`config.mk`:
```
export PLATFORM = sky130hd
export DESIGN_NAME = chol_fxmul
export DESIGN_NICKNAME = d
export VERILOG_FILES = /design/src/rtl/chol_fxmul.sv
export SDC_FILE = /design/constraint.sdc
export NUM_CORES = 2
export LEC_CHECK = 0
export BUFFER_PORTS_ARGS = -buffer_cell sky130_fd_sc_hd__buf_2
export CAP_MARGIN = 25
export CORE_MARGIN = 2
export CORE_UTILIZATION = 51
export CTS_CLUSTER_DIAMETER = 60
export DETAILED_ROUTE_END_ITERATION = 8
export PLACE_DENSITY = 0.7
export RECOVER_POWER = 25
export SLEW_MARGIN = 30
export SYNTH_ARGS = -nofsm -noshare
export SYNTH_HDL_FRONTEND = slang
export SYNTH_SLANG_ARGS = --single-unit
export TNS_END_PERCENT = 30
```
`constraint.sdc`:
```
create_clock -name clock -period 9.2 [get_ports clock]
set_clock_uncertainty 0.15 [all_clocks]
set_input_delay 1.84 -clock clock [delete_from_list [all_inputs] [get_ports clock]]
set_output_delay 1.84 -clock clock [all_outputs]
set_load 0.005 [all_outputs]
```
`src/rtl/chol_fxmul.sv`:
```
`timescale 1ns / 1ps
// ----------------------------------------------------------------------------
// Fixed-point multiplier
// Registered signed product, shifted right by the fraction bits (floor).
// ----------------------------------------------------------------------------
module chol_fxmul #(
   parameter int WIDTH     = 32,
   parameter int FRAC_BITS = 16,
   parameter int PROD_W    = 2 * WIDTH - FRAC_BITS
) (
   input  logic                     clock,
   input  logic                     en,
   input  logic signed [WIDTH-1:0]  in_a,
   input  logic signed [WIDTH-1:0]  in_b,
   output logic signed [PROD_W-1:0] out_prod
);

   localparam int PW = 2 * WIDTH;

   logic signed [PW-1:0]     prod;
   logic signed [PROD_W-1:0] prod_ff;

   assign prod = PW'(in_a) * PW'(in_b);

   // An arithmetic shift rounds towards minus infinity.
   always_ff @(posedge clock) begin
      if (en) begin
         prod_ff <= PROD_W'(prod >>> FRAC_BITS);
      end
   end

   assign out_prod = prod_ff;

endmodule

```
# == Word-level counts from Yosys, hierarchy flattened ==
# Index checks and enable logic that the tools add are counted.
# totals
register_bits,48
latchBits,0
mem_bits_rw,0
mem_bits_ro,0
inputBits,66
output_inout_bits,48
mem_count,0
# op_classes
n_addsub,0
n_mul,1
n_div,0
magnitude_cmp,0
n_eq_ne,0
shifts,0
muxes,0
n_bitwise,0
reduce_logical,0
# op_table
op,n
multiplier 32 x 32 -> 64 bit,1

# == Longest topological paths before layout ==
# logic_depth
word_depth,1
ltp_mapped,27
depth_no_buf,26

# == Least setup slack after synthesis ==
# Ideal clock, no wire load.
# synth_path
path_kind,input to register
from,input port in_a[31]
to,"register prod_ff[47] (netlist: out_prod[47]), data pin"
setup_ns,0.260
t_arrival_ns,8.942
t_required_ns,8.790
path_slack_ns,-0.152
stages,27
path_cell_list,clkbuf_1 > nand2_1 > inv_1 > fa_1 > inv_1 > fa_1 > inv_1 > fa_1 > fa_1 > inv_1 > fa_1 > inv_1 > fa_1 > inv_1 > fa_1 > inv_1 > fa_1 > ha_1 > a21oi_1 > o211a_1 > o31ai_1 > a221oi_1 > a21oi_1 > o21ai_0 > o21ai_1 > o41a_1 > xnor2_1
# synth_between
elab_chain_cells,1
# synth_rtl
item,line,rtl
"start, declared",13,"input logic signed [WIDTH-1:0] in_a,"
multiplier 32 x 32 -> 64 bit,23,assign prod = PW'(in_a) * PW'(in_b);
named net prod[63],20,logic signed [PW-1:0] prod;
"end signal, assigned",28,prod_ff <= PROD_W'(prod >>> FRAC_BITS);
"end, declared",21,logic signed [PROD_W-1:0] prod_ff;
# The timed path passes the listed nets, and every way through them passes these cells.
# A chain may end at the register's enable or synchronous reset.

# == Worst setup path after layout ==
# layout_path
from,input port in_b[8]
to,"register prod_ff[30] (netlist: out_prod[30]), data pin"
# layout_between
elab_chain_cells,1
# layout_rtl
item,line,rtl
"start, declared",14,"input logic signed [WIDTH-1:0] in_b,"
multiplier 32 x 32 -> 64 bit,23,
named net prod[46],20,
# The timed path passes the listed nets, and every way through them passes these cells.

==> results.cfg <==
[yosys]
ys_warn_count = 0
synth.avg_cell_area_sq_um = 9.68
seq_area_frac_synth = 0.0390
synth-edff-count = 48
yosys-top-cells-count = fa_1 (1081), inv_1 (950), nand2_1 (513)
synth_cell_types = 54
yosys.area.top_type = fa_1
synthFlopType = edfxtp_1
synth_cells = 3820
synth.most_common_cell = fa_1
synth_top_area_frac = 0.585
async_flop_share = 0
synth_seq_cells = 48
yosys-top-cells-area = fa_1 (59%), inv_1 (9.6%), and2_1 (8.7%)
netlist_area_sq_um = 37000
synth_nets = 5147

[grt]
antenna_found_initial = 8
track_usage = 0.263
first_global_vias = 29000
grt_max_degree = 49
globalRoute.totalOverflow = 0
grt_first_pass_wirelength_mm = 152

[timing]
hold_viol_final = 0
finalSetupViolCount = 0
final.period_utilization = 0.974
post-route-min-period_ns = 8.96
fmax_mhz = 112
fin_ws_ns = 0.243
rsz0062_at_grt = yes
slew_headroom = -0.809
slew_violations = 49
worst_pin_slew_ns = 2.71

[final_layout]
fin_cells = 4941
largest_reg_flops = 48
drive_above_1_share = 0.0959
nNetsFinal = 5311
fill_cells = 6342
area_delta_synth_final_pct = 8.80

[run_status]
violations = capacitance limit, slew limit
outcome = complete, but fails checks

[critical_path]
critPathKind = primary input to flop
cp_top_family = adder cells
path_common_cell = fa_1
slowest_stage = fa_1
path_cells = buf_2 -> buf_12 -> nand2_1 -> fa_1 -> fa_1 -> fa_1 -> fa_1 -> fa_1 -> inv_1 -> fa_1 -> fa_1 -> fa_1 -> ha_1 -> and3_1 -> nand3_1 -> or3b_2 -> o211a_1 -> o21ai_1 -> a211oi_1 -> o31ai_1 -> a21oi_1 -> xnor2_1
cpPeakStageDelay_ns = 0.59
cp-start-kind = primary input
end_kind = flop
worst-path-buf-inv = 3
critPathRequiredTime_ns = 9.09
cp_max_fo = 18
cp_data_arrival_time_ns = 8.85

[place]
place_congestion = 0.906
place_inst = 4927
dp_slack_ns = -0.115
hpwl_mm = 83.9
portBuffers = 113

[clock_network]
clockBufferDepth = 2
ctsRootBufferMaster = clkbuf_16
cts_made_buffers = 5
cts_sinks = 48
holdBufCountCts = 0
htreeDepth = 2
cts_tree = done
clk_pin_slew_worst_paths_ns = 0.07

[floorplanning]
io-pin-count = 114
row_count = 98
core_sq_um = 71600
die_y_um = 273
die_x_um = 273
dieArea_sq_um = 74700
start_util = 0.516

[detailed_routing]
dr.first_iter.drc_count = 1341
ant_nets = 0
routedWlPerCell_um = 18.9
drc = 0
via_count = 25800
drt_pass1_iterations = 6
viasPerCell = 5.23
wl_mm = 93.2

[hold_path]
min_path_type = flop to primary output

[run]
maxCapViolCount = 1
[final timing paths]
kind	from	endpoint	slack, ns	depth (start not counted)
worst max-delay path	in_b[8]	out_prod[30]	0.24	22
worst min-delay path	out_prod[9]	out_prod[9]	2.40	1
[metrics by stage]
stage | instance area, sq um | setup TNS [ns] | utilization | hold slack (ns)
after floorplan | 37000 | 0 | - | 1.80
after CTS | 40200 | 0 | 0.561 | 2.05
after detailed placement | 40000 | -1.02 | 0.559 | 2.09
after global routing | 40200 | -0.0341 | 0.562 | 2.43
after global placement | 40000 | -0.834 | 0.559 | 2.09
final | 40200 | 0 | 0.562 | 2.40
[timing repair]
item | CTS | global route
setup buffers | 0 | 0
gates resized for setup | 0 | 14
setup endpoints to repair | 0 | 14
[final cells by class]
cell class,instances,area (sq um),area share
clock buffers,6,129,0.00320
well taps,950,1190,0.0295
multi-input cells,2617,31200,0.776
inverters,950,3570,0.0886
flip-flops and latches,48,1440,0.0358
clock inverters,2,16.3,0.000404
diodes,6,15.0,0.000373
repair buffers,362,2650,0.0660
[cells in the final DEF, fill, tap and decap left out, types with 3 or more instances in the layout]
master | synthesis | final
o21ai_1 | 2 | 4
nand2b_1 | 12 | 12
xnor2_1 | 40 | 40
a221oi_1 | 3 | 3
and2_1 | 512 | 512
o21bai_1 | 8 | 8
o211ai_1 | 3 | 3
and3_1 | 7 | 7
nor2b_1 | 4 | 4
nand4_1 | 14 | 14
nor2_1 | 46 | 46
nand4b_1 | 3 | 3
buf_12 | 0 | 16
inv_1 | 950 | 949
fa_1 | 1081 | 1080
o31ai_1 | 3 | 3
diode_2 | 0 | 6
clkbuf_16 | 0 | 5
a21oi_1 | 48 | 48
xor2_1 | 23 | 23
o21a_1 | 6 | 6
buf_2 | 0 | 104
a211oi_1 | 5 | 5
edfxtp_1 | 48 | 48
buf_4 | 0 | 232
o21ai_0 | 26 | 24
a21o_1 | 21 | 21
o211a_1 | 3 | 3
nand3_1 | 12 | 12
nand2_1 | 513 | 513
nor3_1 | 7 | 7
ha_1 | 180 | 180
clkbuf_4 | 0 | 9
o2111ai_1 | 3 | 3
[cell families (layout without fill, tap and decap cells)]
group / count (synthesis) / after routing / synth area share
AOI/OAI and AO/OA: 153 / 153 / 0.0279
DFF: 48 / 48 / 0.0390
adders and majority gates: 1261 / 1261 / 0.646
other: 0 / 6 / 0
xor gates and xnor gates: 63 / 63 / 0.0149
buffers and inverters: 1155 / 1320 / 0.117
and+or+nand+nor: 1140 / 1140 / 0.155
[routing by layer]
| metal | track usage | vias up | routed length [um] |
|---|---|---|---|
| li1 | - | 11200 | - |
| met1 | 0.314 | 13700 | 33800 |
| met2 | 0.478 | 762 | 50100 |
| met3 | 0.0286 | 243 | 4160 |
| met4 | 0.122 | 4 | 5110 |
| met5 | 0 | - | 30 |
Power is not shown: default switching activity piles up to over one toggle a cycle in this logic, so the estimate is an artifact.
