File: config.mk
export PLATFORM = sky130hd
export DESIGN_NAME = chol_sqrt
export DESIGN_NICKNAME = d
export VERILOG_FILES = /design/src/rtl/chol_sqrt.sv
export SDC_FILE = /design/constraint.sdc
export NUM_CORES = 2
export LEC_CHECK = 0
export ABC_AREA = 1
export BUFFER_PORTS_ARGS = -buffer_cell sky130_fd_sc_hd__buf_2
export CAP_MARGIN = 20
export CORE_AREA = 2 2 371 373
export CTS_CLUSTER_SIZE = 40
export DETAILED_ROUTE_END_ITERATION = 8
export DIE_AREA = 0 0 373 375
export PLACE_DENSITY_LB_ADDON = 0.3
export SLEW_MARGIN = 20
export SYNTH_ARGS = -nofsm -noshare
export SYNTH_HDL_FRONTEND = slang
export SYNTH_SLANG_ARGS = --single-unit
File: constraint.sdc
create_clock -name clock -period 2.4 [get_ports clock]
set_input_delay 0.48 -clock clock [delete_from_list [all_inputs] [get_ports clock]]
set_output_delay 0.48 -clock clock [all_outputs]
set_load 0.02 [all_outputs]
File: src/rtl/chol_sqrt.sv
`timescale 1ns / 1ps
// ----------------------------------------------------------------------------
// Pipelined square root
// floor(sqrt(r << FRAC_BITS)), one root bit per register stage.
// ----------------------------------------------------------------------------
module chol_sqrt #(
   parameter int RAD_W     = 31,
   parameter int FRAC_BITS = 16,
   parameter int SIDE_W    = 1,
   parameter int ROOT_W    = (RAD_W + FRAC_BITS + 1) / 2
) (
   input  logic              clock,
   input  logic              reset,
   input  logic              en,
   input  logic              in_valid,
   input  logic [RAD_W-1:0]  in_rad,
   input  logic [SIDE_W-1:0] in_side,
   output logic              out_valid,
   output logic [ROOT_W-1:0] out_root,
   output logic [SIDE_W-1:0] out_side
);

   localparam int XW  = 2 * ROOT_W;
   localparam int RMW = ROOT_W + 3;

   logic              valid_ff [ROOT_W];
   logic [XW-1:0]     x_ff     [ROOT_W];
   logic [RMW-1:0]    rem_ff   [ROOT_W];
   logic [ROOT_W-1:0] root_ff  [ROOT_W];
   logic [SIDE_W-1:0] side_ff  [ROOT_W];
   logic [XW-1:0]     x_first;

   assign x_first = XW'({in_rad, {FRAC_BITS{1'b0}}});

   for (genvar i = 0; i < ROOT_W; i++) begin : g_step
      logic              vld_prev;
      logic [XW-1:0]     x_prev;
      logic [RMW-1:0]    rem_prev;
      logic [ROOT_W-1:0] root_prev;
      logic [SIDE_W-1:0] side_prev;
      logic [RMW-1:0]    rem_cat;
      logic [RMW-1:0]    trial;
      logic [RMW-1:0]    rem_in;
      logic [ROOT_W-1:0] root_in;

      if (i == 0) begin : g_head
         assign vld_prev  = in_valid;
         assign x_prev    = x_first;
         assign rem_prev  = '0;
         assign root_prev = '0;
         assign side_prev = in_side;
      end else begin : g_body
         assign vld_prev  = valid_ff[i-1];
         assign x_prev    = x_ff[i-1];
         assign rem_prev  = rem_ff[i-1];
         assign root_prev = root_ff[i-1];
         assign side_prev = side_ff[i-1];
      end

      // Bring down the next two radicand bits and try the next root bit.
      always_comb begin
         rem_cat = {rem_prev[RMW-3:0], x_prev[XW-1 -: 2]};
         trial   = RMW'({root_prev, 2'b01});
         if (rem_cat >= trial) begin
            rem_in  = rem_cat - trial;
            root_in = {root_prev[ROOT_W-2:0], 1'b1};
         end else begin
            rem_in  = rem_cat;
            root_in = {root_prev[ROOT_W-2:0], 1'b0};
         end
      end

      always_ff @(posedge clock) begin
         if (reset) begin
            valid_ff[i] <= 1'b0;
         end else if (en) begin
            valid_ff[i] <= vld_prev;
         end
         if (en) begin
            x_ff[i]    <= x_prev << 2;
            rem_ff[i]  <= rem_in;
            root_ff[i] <= root_in;
            side_ff[i] <= side_prev;
         end
      end
   end

   assign out_valid = valid_ff[ROOT_W-1];
   assign out_root  = root_ff[ROOT_W-1];
   assign out_side  = side_ff[ROOT_W-1];

endmodule

# Word-level counts from Yosys, hierarchy flattened
# Memory sizes are Yosys's and may differ from the RTL's.
# Index checks and enable logic that the tools add are counted.
[word_totals]
ff_bits = 0
mem_bits_rw = 2376
inputBits = 36
elab_cells = 155
memories = 5
[memory_table]
columns = ["name", "words", "width", "read_ports", "rd_ports_with_merged_regs", "write_ports", "line_no", "rtl"]
rows = [
  ["x_ff", 24, 46, 23, 0, 24, "27", "logic [XW-1:0] x_ff [ROOT_W];"],
  ["rem_ff", 24, 27, 23, 0, 24, "28", "logic [RMW-1:0] rem_ff [ROOT_W];"],
  ["root_ff", 24, 24, 24, 0, 24, "29", "logic [ROOT_W-1:0] root_ff [ROOT_W];"],
  ["side_ff", 24, 1, 24, 0, 24, "30", "logic [SIDE_W-1:0] side_ff [ROOT_W];"],
  ["valid_ff", 24, 1, 24, 0, 24, "26", "logic valid_ff [ROOT_W];"],
]
[op_classes]
add_sub_neg = 24
n_lt_le_gt_ge = 24
n_mux = 78
bitwise_logic = 24
[op_table]
columns = ["op", "n"]
rows = [
  ["two-way mux 27 bit", 24],
  [">= comparator 27 x 26 -> 1 bit", 23],
  ["subtractor 27 x 26 -> 27 bit", 23],
  ["two-way mux 1 bit", 54],
  ["bitwise OR 1 bit", 24],
  ["subtractor 1 x 1 -> 2 bit, second input constant", 1],
  [">= comparator 1 bit, second input constant", 1],
]

# Longest topological paths before layout
[depth]
depth_word = 4
ltp_mapped = 16

# Worst setup path after synthesis
# OpenSTA, ideal clock, no wires.
[synth_path]
path_kind = "reg2reg"
startpoint = "memory rem_ff[1][191] (netlist name)"
endpoint = "memory rem_ff[2][18] (netlist name) (data pin)"
setup_time_ns = 0.249
arrival_ns = 1.753
setup_slack_ns = 0.398
path_stages_with_launch = 14
synth_period_minus_slack_ns = 2.002
path_cell_list = "edfxtp_1 -> ha_1 -> a21oi_1 -> nand2_2 -> nand2_1 -> nand2_2 -> nand2_2 -> nand2_2 -> nand2_4 -> nand2_4 -> buf_6 -> buf_6 -> nand2_1 -> inv_2"
[synth_rtl]
columns = ["item", "line_no"]
rows = [
  ["start: declaration", "28"],
]

==> impl_metrics.yaml <==
status:
  status: "finished, final reports clean"
synthesis:
  yosys-top-cells-count: "nand2_1 (2991), inv_1 (1553), edfxtp_1 (1118), nor2_1 (692), nand3_1 (491)"
  synth-seq-area-share_pct: 49.7
  netlist_area_mm2: 0.0675
  syn_area_per_cell_um2: 8.08
  synth.distinct_cells: 54
  ys_warn_count: 0
  synth_top_area_cell: "edfxtp_1"
  synth_top_area_share_pct: 49.7
  synth-edff-count: 1118
  syn-num-nets: 8707
  synth-async-reset-ratio_pct: 0
  yosys-top-cells-area: "edfxtp_1 (50%), nand2_1 (17%), inv_1 (8.6%), ha_1 (5.7%), nor2_1 (3.8%)"
  yosysMostFrequentCell: "nand2_1"
  synth-main-ff-cell: "edfxtp_1"
  postSynthCellCount: 8355
  synth_seq_cells: 1118
global_routing:
  grt_overflow: 0
  grt_pass1_wl_mm: 283
  grt_usage_pct: 25.5
  grt_antenna_before_repair: 1
  grt_max_degree: 112
  first_global_vias: 51600
power:
  ir_worst_vdd_mv: 0.550
  p_seq_share_pct: 43.9
  power_switching_share_pct: 32.2
  clockPowerShare_pct: 32.1
  p_int_uw: 40100
  p_switching_uw: 19000
  combinationalPowerShare_pct: 24.0
  leakagePower_uw: 0.0367
  p_per_area_mw_per_mm2: 769
drt:
  avgViaCountPerCell: 5.07
  drt-initial-drc-count: 4531
  wl_per_cell_um: 16.9
  drc_errors: 0
  ant_nets: 0
  num_vias: 54200
  dr.pass1.iters: 8
  postRouteWirelength_mm: 181
worst_setup_path:
  critPathLaunchType: "register"
  cpPeakStageDelay_ps: 450
  crit_fanout: 6
  critPathCaptureType: "register"
  critPathMostFrequentCell: "nand2_1"
  path_cells: "ha_1 > nand2_1 > nor2_1 > nand2_1 > nor2_1 > nand2_1 > nand2_1 > inv_2 > buf_12 > nand2_1 > nand2_1"
  critPathTopFamily: "simple AND/OR/NAND/NOR gates"
  cp_slowest_cell: "edfxtp_1"
  arrival_ps: 2770
  crit_buf_inv: 2
  crit_type: "register to register"
  crit_required_ps: 2860
clock_network:
  cts_buffer_depth: 3
  cts_htree_levels: 3
  clkTransAtPathRegs_ps: 70
  cts_buffers: 121
  cts.sinks: 1118
  clk_latency_ps: 740
  tritoncts: "built"
  clockRootBuffer: "clkbuf_16"
place:
  place_congestion: 0.942
  portBuffers: 61
  placed_cells: 10400
  dpl.hpwl_mm: 141
finish:
  finalNonFillerCells: 10700
  antennaDiodeCount: 0
  fillers: 12600
  fin_util_pct: 56.4
  layout-drive-gt1-share_pct: 9.81
  areaGrowthSynthToFinish_pct: 13.9
  fin_nets: 9150
floorplan:
  dieArea_mm2: 0.140
  initial_utilization_pct: 49.5
  io_pins: 62
  fp-row-count: 136
  die_w_um: 373
  coreArea_mm2: 0.136
  die_h_um: 375
flow_run:
  maxCapViolations: 0
sta:
  tightest_slew_ps: 716
  slew_violations: 0
  finClkSkew_ps: 26.5
  fin_crit_ps: 2320
  max_freq_mhz: 432
  rsz0062_at_grt: "true"
  fin_setup_tns_ps: 0
  hold_viol: 0
  fin_crit_sh_pct: 96.5
  setup_viol: 0
  max-slew-margin-rel_pct: 52.2
min_path:
  holdCritPathClass: "primary input to register"
-- power groups by stage --
stage	clock [uW]	combinational, uW	sequential, uW
final	19000	14200	26000
after global routing	20200	16100	26100
after CTS	19500	14000	25900
after detailed placement	0	13800	26300
after global placement	0	13700	26300
after floorplan	0	9640	25400
-- cells by family (layout without fill, tap and decap cells) --
family	after synthesis	count (layout)	synth area share, %
other	1	1	0.00555
buffers and inverters	1675	2223	9.74
DFF	1118	1118	49.7
xor gates and xnor gates	177	177	2.31
and+or+nand+nor	4588	4588	28.2
AOI/OAI and AO/OA	480	480	4.11
adders and majority gates	316	316	5.93
-- metrics by stage --
step / instance area (um^2) / setup slack, ps / power [uW] / hold slack, ps
2_1_floorplan: 67500 / 398 / 35100 / 400
3_3_place_gp: 72000 / -279 / 40000 / 400
3_5_place_dp: 72000 / -274 / 40100 / 405
4_1_cts: 76400 / 9.75 / 59300 / 110
5_1_grt: 76900 / -77.1 / 62500 / 139
6_report: 76900 / 84.8 / 59100 / 152
-- state kept, by name, summed over array words and instances, names as in the netlist --
name,cells
rem_ff,530
side_ff,24
root_ff,300
x_ff,240
valid_ff,24
-- worst paths after layout --
kind | start | to | slack, ps | cells past startpoint
hold reg to reg | x_ff[0][355]$_DFFE_PP_ | x_ff[1][35]$_DFFE_PP_ | 410 | 0
setup reg to reg | rem_ff[2][39]$_DFFE_PP_ | rem_ff[2][64]$_DFFE_PP_ | 80 | 11
setup / recovery | rem_ff[2][39]$_DFFE_PP_ | rem_ff[2][64]$_DFFE_PP_ | 80 | 11
hold / removal | en | x_ff[0][18]$_DFFE_PP_ | 150 | 1
-- layer usage --
metal	GRT usage [%]	part of all wire [%]	wire length [um]
met3	2.78	5.3	9590
met5	0	0	0
met4	6.81	2.5	4470
met1	35.9	46	83400
met2	42.2	46	83100
-- what timing repair did --
action	CTS	global route
hold buffers	33	0
setup buffers	1	22
setup endpoints to repair	13	195
gates resized for setup	11	77
endpoints found under the hold margin	33	0
pin swaps	0	6
cloned	0	0
-- final cells by class --
cell class              instances  area, um^2  area share [%]
flip-flops and latches       1118       33600            43.7
multi-input cells            5562       27700            36.0
inverters                    1606        6050            7.86
repair buffers                389        3320            4.32
clock buffers                 138        3090            4.02
well taps                    1794        2240            2.92
clock inverters                90         960            1.25
-- cell usage in the layout (no fill, tap or decap), types with 10 or more instances in the layout --
cell           count
a21oi_1          223
a21oi_2           59
and2_1            10
buf_12            36
buf_2             60
buf_4            257
bufinv_16         14
clkbuf_1          17
clkbuf_16        121
clkinv_1          16
clkinv_2          19
clkinv_4          14
clkinvlp_4        12
dlygate4sd3_1     33
edfxtp_1        1118
ha_1             291
ha_2              13
inv_1           1548
inv_2             52
inv_6             12
nand2_1         2981
nand2_2           65
nand3_1          482
nand3_2           16
nand3b_1          82
nand4_1          124
nor2_1           682
nor2_2            34
nor2_4            13
nor3_1            61
o21ai_0          105
o21ai_1           48
o21ai_2           17
or2_2             14
xnor2_1           59
xor2_1           117
(Power assumes the default switching activity.)
