$ cat src/rtl/chol_div.sv
`timescale 1ns / 1ps
// ----------------------------------------------------------------------------
// Pipelined saturating divider
// (num << FRAC_BITS) / den towards zero, saturated to OUT_W signed bits.
// ----------------------------------------------------------------------------
module chol_div #(
   parameter int NUM_W     = 32,
   parameter int DEN_W     = 24,
   parameter int OUT_W     = 32,
   parameter int FRAC_BITS = 16,
   parameter int SIDE_W    = 1
) (
   input  logic                    clock,
   input  logic                    reset,
   input  logic                    en,
   input  logic                    in_valid,
   input  logic signed [NUM_W-1:0] in_num,
   input  logic [DEN_W-1:0]        in_den,
   input  logic [SIDE_W-1:0]       in_side,
   output logic                    out_valid,
   output logic signed [OUT_W-1:0] out_quo,
   output logic                    out_sat,
   output logic [SIDE_W-1:0]       out_side
);

   localparam int DVW = NUM_W + FRAC_BITS;
   localparam int EXW = DVW + DEN_W;
   localparam int CW  = DVW + DEN_W + OUT_W;
   localparam logic [OUT_W-1:0] MAX_POS = {1'b0, {(OUT_W-1){1'b1}}};
   localparam logic [OUT_W-1:0] MIN_NEG = {1'b1, {(OUT_W-1){1'b0}}};

   logic              valid_ff [OUT_W+1];
   logic [DEN_W-1:0]  rem_ff   [OUT_W+1];
   logic [OUT_W-1:0]  low_ff   [OUT_W+1];
   logic [OUT_W-1:0]  quo_ff   [OUT_W+1];
   logic [DEN_W-1:0]  den_ff   [OUT_W+1];
   logic              neg_ff   [OUT_W+1];
   logic              sat_ff   [OUT_W+1];
   logic [SIDE_W-1:0] side_ff  [OUT_W+1];

   logic [NUM_W-1:0] num_u;
   logic [NUM_W-1:0] mag;
   logic             neg;
   logic [DVW-1:0]   dvd;
   logic [EXW-1:0]   dext;
   logic [CW-1:0]    lim_d;
   logic [CW-1:0]    thr;
   logic             sat_first;

   // Saturation is decided up front against den * 2^(OUT_W-1), so only
   // OUT_W quotient bits need to be developed.
   always_comb begin
      num_u     = in_num;
      neg       = in_num[NUM_W-1];
      mag       = neg ? (~num_u + NUM_W'(1)) : num_u;
      dvd       = {mag, {FRAC_BITS{1'b0}}};
      dext      = EXW'(dvd);
      lim_d     = CW'(in_den) << (OUT_W - 1);
      thr       = neg ? (lim_d + CW'(in_den)) : lim_d;
      sat_first = (CW'(dvd) >= thr);
   end

   always_ff @(posedge clock) begin
      if (reset) begin
         valid_ff[0] <= 1'b0;
      end else if (en) begin
         valid_ff[0] <= in_valid;
      end
      if (en) begin
         rem_ff[0]  <= dext[OUT_W +: DEN_W];
         low_ff[0]  <= dvd[OUT_W-1:0];
         quo_ff[0]  <= '0;
         den_ff[0]  <= in_den;
         neg_ff[0]  <= neg;
         sat_ff[0]  <= sat_first;
         side_ff[0] <= in_side;
      end
   end

   for (genvar k = 1; k <= OUT_W; k++) begin : g_bit
      logic [DEN_W:0]   rem_cat;
      logic [DEN_W:0]   den_ext;
      logic             ge;
      logic [DEN_W-1:0] rem_in;

      always_comb begin
         rem_cat = {rem_ff[k-1], low_ff[k-1][OUT_W-1]};
         den_ext = {1'b0, den_ff[k-1]};
         ge      = (rem_cat >= den_ext);
         rem_in  = ge ? DEN_W'(rem_cat - den_ext) : rem_cat[DEN_W-1:0];
      end

      always_ff @(posedge clock) begin
         if (reset) begin
            valid_ff[k] <= 1'b0;
         end else if (en) begin
            valid_ff[k] <= valid_ff[k-1];
         end
         if (en) begin
            rem_ff[k]  <= rem_in;
            low_ff[k]  <= low_ff[k-1] << 1;
            quo_ff[k]  <= {quo_ff[k-1][OUT_W-2:0], ge};
            den_ff[k]  <= den_ff[k-1];
            neg_ff[k]  <= neg_ff[k-1];
            sat_ff[k]  <= sat_ff[k-1];
            side_ff[k] <= side_ff[k-1];
         end
      end
   end

   logic              out_valid_ff;
   logic [OUT_W-1:0]  quo_out_ff;
   logic [OUT_W-1:0]  quo_out_in;
   logic              sat_out_ff;
   logic [SIDE_W-1:0] side_out_ff;

   always_comb begin
      if (sat_ff[OUT_W]) begin
         quo_out_in = neg_ff[OUT_W] ? MIN_NEG : MAX_POS;
      end else begin
         quo_out_in = neg_ff[OUT_W] ? (~quo_ff[OUT_W] + OUT_W'(1)) : quo_ff[OUT_W];
      end
   end

   always_ff @(posedge clock) begin
      if (reset) begin
         out_valid_ff <= 1'b0;
      end else if (en) begin
         out_valid_ff <= valid_ff[OUT_W];
      end
      if (en) begin
         quo_out_ff  <= quo_out_in;
         sat_out_ff  <= sat_ff[OUT_W];
         side_out_ff <= side_ff[OUT_W];
      end
   end

   assign out_valid = out_valid_ff;
   assign out_quo   = quo_out_ff;
   assign out_sat   = sat_out_ff;
   assign out_side  = side_out_ff;

endmodule

$ cat config.mk
export PLATFORM = sky130hd
export DESIGN_NAME = chol_div
export DESIGN_NICKNAME = d
export VERILOG_FILES = /design/src/rtl/chol_div.sv
export SDC_FILE = /design/constraint.sdc
export NUM_CORES = 2
export LEC_CHECK = 0
export ABC_AREA = 1
export BUFFER_PORTS_ARGS = -buffer_cell sky130_fd_sc_hd__buf_4
export CAP_MARGIN = 20
export CELL_PAD_IN_SITES_DETAIL_PLACEMENT = 1
export CELL_PAD_IN_SITES_GLOBAL_PLACEMENT = 2
export CORE_ASPECT_RATIO = 1.25
export CORE_UTILIZATION = 39
export DETAILED_ROUTE_END_ITERATION = 8
export MAX_ROUTING_LAYER = met4
export PLACE_DENSITY = 0.86
export SETUP_SLACK_MARGIN = 0.4
export SLEW_MARGIN = 10
export SYNTH_ARGS = -nofsm -noshare
export SYNTH_HDL_FRONTEND = slang
export SYNTH_SLANG_ARGS = --single-unit
$ cat constraint.sdc
create_clock -name clock -period 2.62 [get_ports clock]
set_clock_uncertainty 0.1 [all_clocks]
set_input_delay 0.262 -clock clock [delete_from_list [all_inputs] [get_ports clock]]
set_output_delay 0.262 -clock clock [all_outputs]
set_load 0.02 [all_outputs]
Word-level counts from Yosys, hierarchy flattened
Memories as Yosys holds them, arrays and structs flattened. A register that Yosys moved wholly into a read port is not among the register bits.
Index checks and enable logic that the tools add are counted.
W data, S select, Z words.
{"block": "classes", "n_addsub": 35, "multipliers": 0, "div": 0, "magnitude_cmp": 33, "n_eq_ne": 0, "shift": 0, "muxes": 76, "n_bitwise": 35, "reduce_logical": 0}
{"operator": "$ge A25 B24 Y1", "n": 32}
{"operator": "$mux W24", "n": 32}
{"operator": "$sub A24 B24 Y24", "n": 32}
{"operator": "$mux W32", "n": 4}
{"operator": "$add A32 B1 Y32 const B", "n": 2}
{"operator": "$not A32 Y32", "n": 2}
{"operator": "$add A55 B24 Y56", "n": 1}
{"operator": "$ge A48 B56 Y1", "n": 1}
{"operator": "$mux W56", "n": 1}
{"operator": "$mux W1", "n": 39}
{"operator": "$or A1 B1 Y1", "n": 33}
{"block": "totals", "regBits": 33, "latchBits": 0, "mem_bits_rw": 3795, "romBits": 0, "n_memories": 8}
{"name": "quo_ff", "words": 33, "width": 32, "read_ports": 33, "rd_clocked_by_memory_dff": 0, "write_ports": 33, "line_no": "35", "text": "logic [OUT_W-1:0] quo_ff [OUT_W+1];"}
{"name": "low_ff", "words": 33, "width": 31, "read_ports": 32, "rd_clocked_by_memory_dff": 0, "write_ports": 33, "line_no": "34", "text": "logic [OUT_W-1:0] low_ff [OUT_W+1];"}
{"name": "den_ff", "words": 33, "width": 24, "read_ports": 32, "rd_clocked_by_memory_dff": 0, "write_ports": 33, "line_no": "36", "text": "logic [DEN_W-1:0] den_ff [OUT_W+1];"}
{"name": "rem_ff", "words": 33, "width": 24, "read_ports": 32, "rd_clocked_by_memory_dff": 0, "write_ports": 33, "line_no": "33", "text": "logic [DEN_W-1:0] rem_ff [OUT_W+1];"}
{"name": "neg_ff", "words": 33, "width": 1, "read_ports": 33, "rd_clocked_by_memory_dff": 0, "write_ports": 33, "line_no": "37", "text": "logic neg_ff [OUT_W+1];"}
{"name": "sat_ff", "words": 33, "width": 1, "read_ports": 33, "rd_clocked_by_memory_dff": 0, "write_ports": 33, "line_no": "38", "text": "logic sat_ff [OUT_W+1];"}
{"name": "+2 memories"}

Logic depth before layout (Yosys ltp)
An unclocked memory read counts as a cell.
{"block": "depth", "depth_word": 5, "depth_mapped": 18}

Worst setup path before layout
OpenSTA, ideal clock, no wires.
{"block": "synth_path", "path_kind": "input to register", "startpoint": "input in_num[1]", "endpoint": "memory sat_ff[0][0] (data pin)", "setup_ps": 259, "t_arrival_ps": 2470, "setup_slack_ps": -209, "stages": 18, "n_path_buf": 0, "cell_sequence": "nor2_1 nand2_1 nor2_1 nand2_1 nor2_1 nand2_1 nor3_1 nand2_1 o21ai_0 xnor2_1 ha_1 a21oi_1 o21ai_0 a21o_1 a21oi_1 o21ai_0 nand2_1 nand3_1"}
{"element": "start, declared", "line_no": "17", "text": "input logic signed [NUM_W-1:0] in_num,"}
{"element": "end, declared", "line_no": "38"}

==> run summary <==
The biggest fanout along the worst timing path is 3. For this run, the register share of the synthesized area comes to a little under three fifths. After synthesis the netlist holds a flip-flop and latch count of around 2400.

The die covers about 320000 µm². The total nets after synthesis is about 13000. The I/O pin total came out at between 90 and 100. The synthesized netlist devotes about a tenth of its cell area to compound gates.

The proportion of synthesized flip-flops having asynchronous set or reset came out at 0%. The detailed router's first-iteration violation count came out at 5011. The average via count per standard cell is 5.32. After synthesis, the largest family of logic cells by area is simple AND/OR/NAND/NOR gates.

Summing all multi-input logic gate instances after layout gives 62500 µm². The number of antenna violations at the first check in global routing came out at 17. The post-synthesis simple-gate area fraction came out at 14.0%.

Summing the areas of all fa, ha and maj instances in the mapped netlist gives under 10% of the synthesized area. Wires add up to 472 mm. Once detail routing completed, the nets flagged for antenna violations numbered 0. The first-pass GRT wire length came out at roughly 640 mm. The standard-cell row count is 231. After filler insertion, the fill cell instance count of the layout stands at 33060. The relative max-transition margin is around half. The global router's overall resource usage is 27.1%. The multiplexer area fraction after synthesis came out at 0%. Max-cap violations in this run came to 0. The number of buffers created by CTS came out at 248. The synthesized netlist devotes 4.75% of its cell area to XOR and XNOR gates. In the routed design, unresolved DRC markers number 0. The cell area after technology mapping is 124000 µm². Once the floorplan was initialized, standard cells occupied roughly two fifths of the core. The total power density per cell area is 1250 nW/µm². The required time at the endpoint of the critical path is 3220 ps.

VDD sags by at most 0.732 mV. Across the whole layout, storage elements account for about 71000 µm². The pin slew with the least headroom to its limit is 759 ps.

The count of pins over their slew limit came out at 0. The utilization of the core after routing is 56.4%. In this run the mean area of a mapped cell was 10.2 µm². The checks that failed: setup timing. The period utilization came out at 108%. The clock passes through at most 4 buffers. The flow ran to the end, but the final reports show violations. The minimum setup slack after placement came out at -816 ps.

Setup repair after global routing could not meet its margin everywhere. The largest net degree at the start of global routing is 110. STA classifies the critical path startpoint as a flop.

Yosys mapped a number of flops with a built-in enable equal to roughly 2400. The y dimension of the die came out at 632 µm. In the final routed layout, each cell accounts on average for 24.2 µm.

The overall die width came out at about 500 µm. The core region area came out at between 300000 and 400000 µm². The number of global-route vias before repair came to 108557. TritonCTS built the clock tree. The setup path with the least slack is of type flop to flop.

For the worst setup path, the data arrival time is 3420 ps. The area growth from synthesis to layout is 44.0%. At the end of routability-driven placement, the weighted congestion stood at between 0.9 and 1. The number of warnings printed during yosys synthesis is 0. The timing-limited maximum frequency is 354 MHz. The endpoint kind of the worst setup timing path is a flop. The smallest clock period supported by the final layout is computed as 2820 ps. Across all setup checks in the final design, the least slack found is -205 ps.

The number of distinct library cells after synthesis is 53. The length of the first detailed-routing pass in iterations came out at 5. The number of H-tree levels is 4. The residual overflow from global routing is 0. The total power came out at about 220000 µW. The count of endpoints failing hold in the final timing report is 0. The number of cells produced by synthesis is 12112. Among all flip-flop cells after synthesis, the most frequent one is edfxtp_1.

The analysis attributes to cell leakage a power of 0.0735 µW. The insertion delay of the later-clocked pin in the worst-skew pair is 970 ps. The proportion of layout cells with a drive suffix above 1 came out at between 30% and 40%. The number of sinks on the clock net came out at 2359. The total of buffers placed on input and output ports came out at 95. The clock-pin slew on the worst setup and hold paths is 80 ps. Hold timing on the final database bottoms out at a slack of 20.5 ps. The sum of negative setup slack came out at -13880 ps. The final HPWL from detailed placement is 322 mm. The number of nets in the final layout is 15957. The total via count in the routed design is 103630. Setup violations remaining at the end of the flow were counted as 204.

The class of the worst hold path is primary input to flop. The cell chosen for the clock root is clkbuf_16.
area by class of cell:
| type | count | area share, % |
|---|---|---|
| sequential | 2359 | 39.7 |
| multi-input combinational | 7948 | 35.0 |
| timing repair buffer | 2849 | 14.1 |
| inverter | 1664 | 3.64 |
| clock buffer | 276 | 3.57 |
| tap | 4194 | 2.94 |
| clock inverter | 178 | 1.02 |
| timing repair inverter | 8 | 0.0715 |
| antenna | 17 | 0.0238 |
critical path, stage by stage (launching register included):
cell      delay [ps]
edfxtp_1         460
inv_1            120
ha_1             280
nand3_1          140
nand2_2           90
a21oi_4          210
o21bai_1         130
buf_4            160
nand2_1           60
nand2_1          110
xnor2_1          390
o21ai_2          120
buf_4            160
timing repair:
action / in CTS / in global routing
pin swaps: 332 / 558
resized for setup: 1644 / 2200
endpoints found under the setup margin: 787 / 797
setup buffers: 372 / 575
gates cloned: 45 / 43
endpoints found under the hold margin: 442 / 1
hold buffers: 98 / 2
cell families after synthesis:
| logic type | after synthesis |
|---|---|
| AO/OA/AOI/OAI | 2253 |
| XOR/XNOR | 673 |
| adder cells (fa/ha/maj) | 818 |
| buffers and inverters | 1805 |
| flip-flops | 2359 |
| AND/OR/NAND/NOR | 4204 |
worst paths after layout:
path,start,end,slack (ps),cells after the start
setup reg to reg,den_ff[0][241],rem_ff[0][275],-200,12
hold reg to reg,quo_ff[0][394],quo_ff[0][427],230,0
hold / removal,in_den[11],den_ff[0][11],20,2
setup / recovery,den_ff[0][241],rem_ff[0][275],-200,12
stage by stage:
step	area (µm²)	std cells
final	179000	19493
after global routing	179000	19493
after CTS	164000	18858
after detailed placement	144000	17889
after global placement	144000	17889
after floorplan	126000	12112
report_power, final:
part / switching [µW] / leakage [µW] / internal [µW]
Sequential: 8390 / 0.0232 / 53300
Clock: 15800 / 0.00395 / 20500
Combinational: 67800 / 0.0463 / 57600
Total: 91900 / 0.0735 / 131000
layout by cell type, fill, tap and decap left out, types with 98 or more instances in the layout:
master	netlist	routed
nand4_1	159	159
nor2_1	980	776
edfxtp_1	2358	2358
buf_6	18	173
xnor2_1	438	401
xor2_1	235	230
nand2_4	0	289
nand2_2	5	413
inv_1	1646	1458
dlygate4sd3_1	0	98
ha_1	787	269
buf_12	0	104
a31oi_1	135	103
o21ai_2	25	301
a21oi_1	773	449
nand3_1	312	235
o21ai_0	920	413
a21oi_2	13	254
clkbuf_16	0	285
o21ai_1	65	234
nand2_1	2466	1767
inv_2	16	174
buf_4	1	2376
ha_4	0	463
nor2_2	5	135
Yosys cell counts, drive strengths merged, types with 2 or more instances:
| cell type | instances | area (µm²) |
|---|---|---|
| a21boi | 23 | 173 |
| xor2 | 235 | 2060 |
| nand2 | 2471 | 9290 |
| nor2 | 985 | 3710 |
| nor3 | 104 | 521 |
| buf | 94 | 584 |
| xnor2 | 438 | 3840 |
| o21bai | 107 | 803 |
| edfxtp | 2358 | 70800 |
| or2 | 8 | 50.1 |
| or4 | 4 | 33.8 |
| ha | 787 | 9850 |
| o221a | 5 | 56.3 |
| a21oi | 786 | 3980 |
| nand3 | 340 | 1850 |
| inv | 1662 | 6240 |
| o31ai | 18 | 135 |
| a41oi | 2 | 17.5 |
| o21ai | 1010 | 5150 |
| and3b | 4 | 35.0 |
| nand3b | 19 | 143 |
| o211ai | 13 | 123 |
| a211oi | 2 | 15.0 |
| o311ai | 30 | 263 |
| nor4b | 4 | 35.0 |
| clkinv | 2 | 7.51 |
| nand4 | 159 | 995 |
| nor4 | 104 | 651 |
| a21o | 89 | 668 |
| o21a | 26 | 195 |
| fa | 31 | 621 |
| a31oi | 135 | 845 |
| clkbuf | 47 | 179 |
| a31o | 6 | 52.6 |
per-layer routing:
layer / vias up / routed length [µm] / track usage [%]
met5: - / 0 / -
met4: 0 / 39600 / 17.2
met3: 1668 / 14300 / 2.65
met2: 2572 / 257000 / 51.9
met1: 51563 / 160000 / 25.6
li1: 47827 / - / -
sequential cells by signal, indices dropped and copies added (netlist names), 32 cells and up:
signal    flops
neg_ff       33
out_quo      32
low_ff      136
side_ff      33
quo_ff      528
sat_ff       33
rem_ff      760
den_ff      768
valid_ff     33
Power figures use the tool's default switching activity.
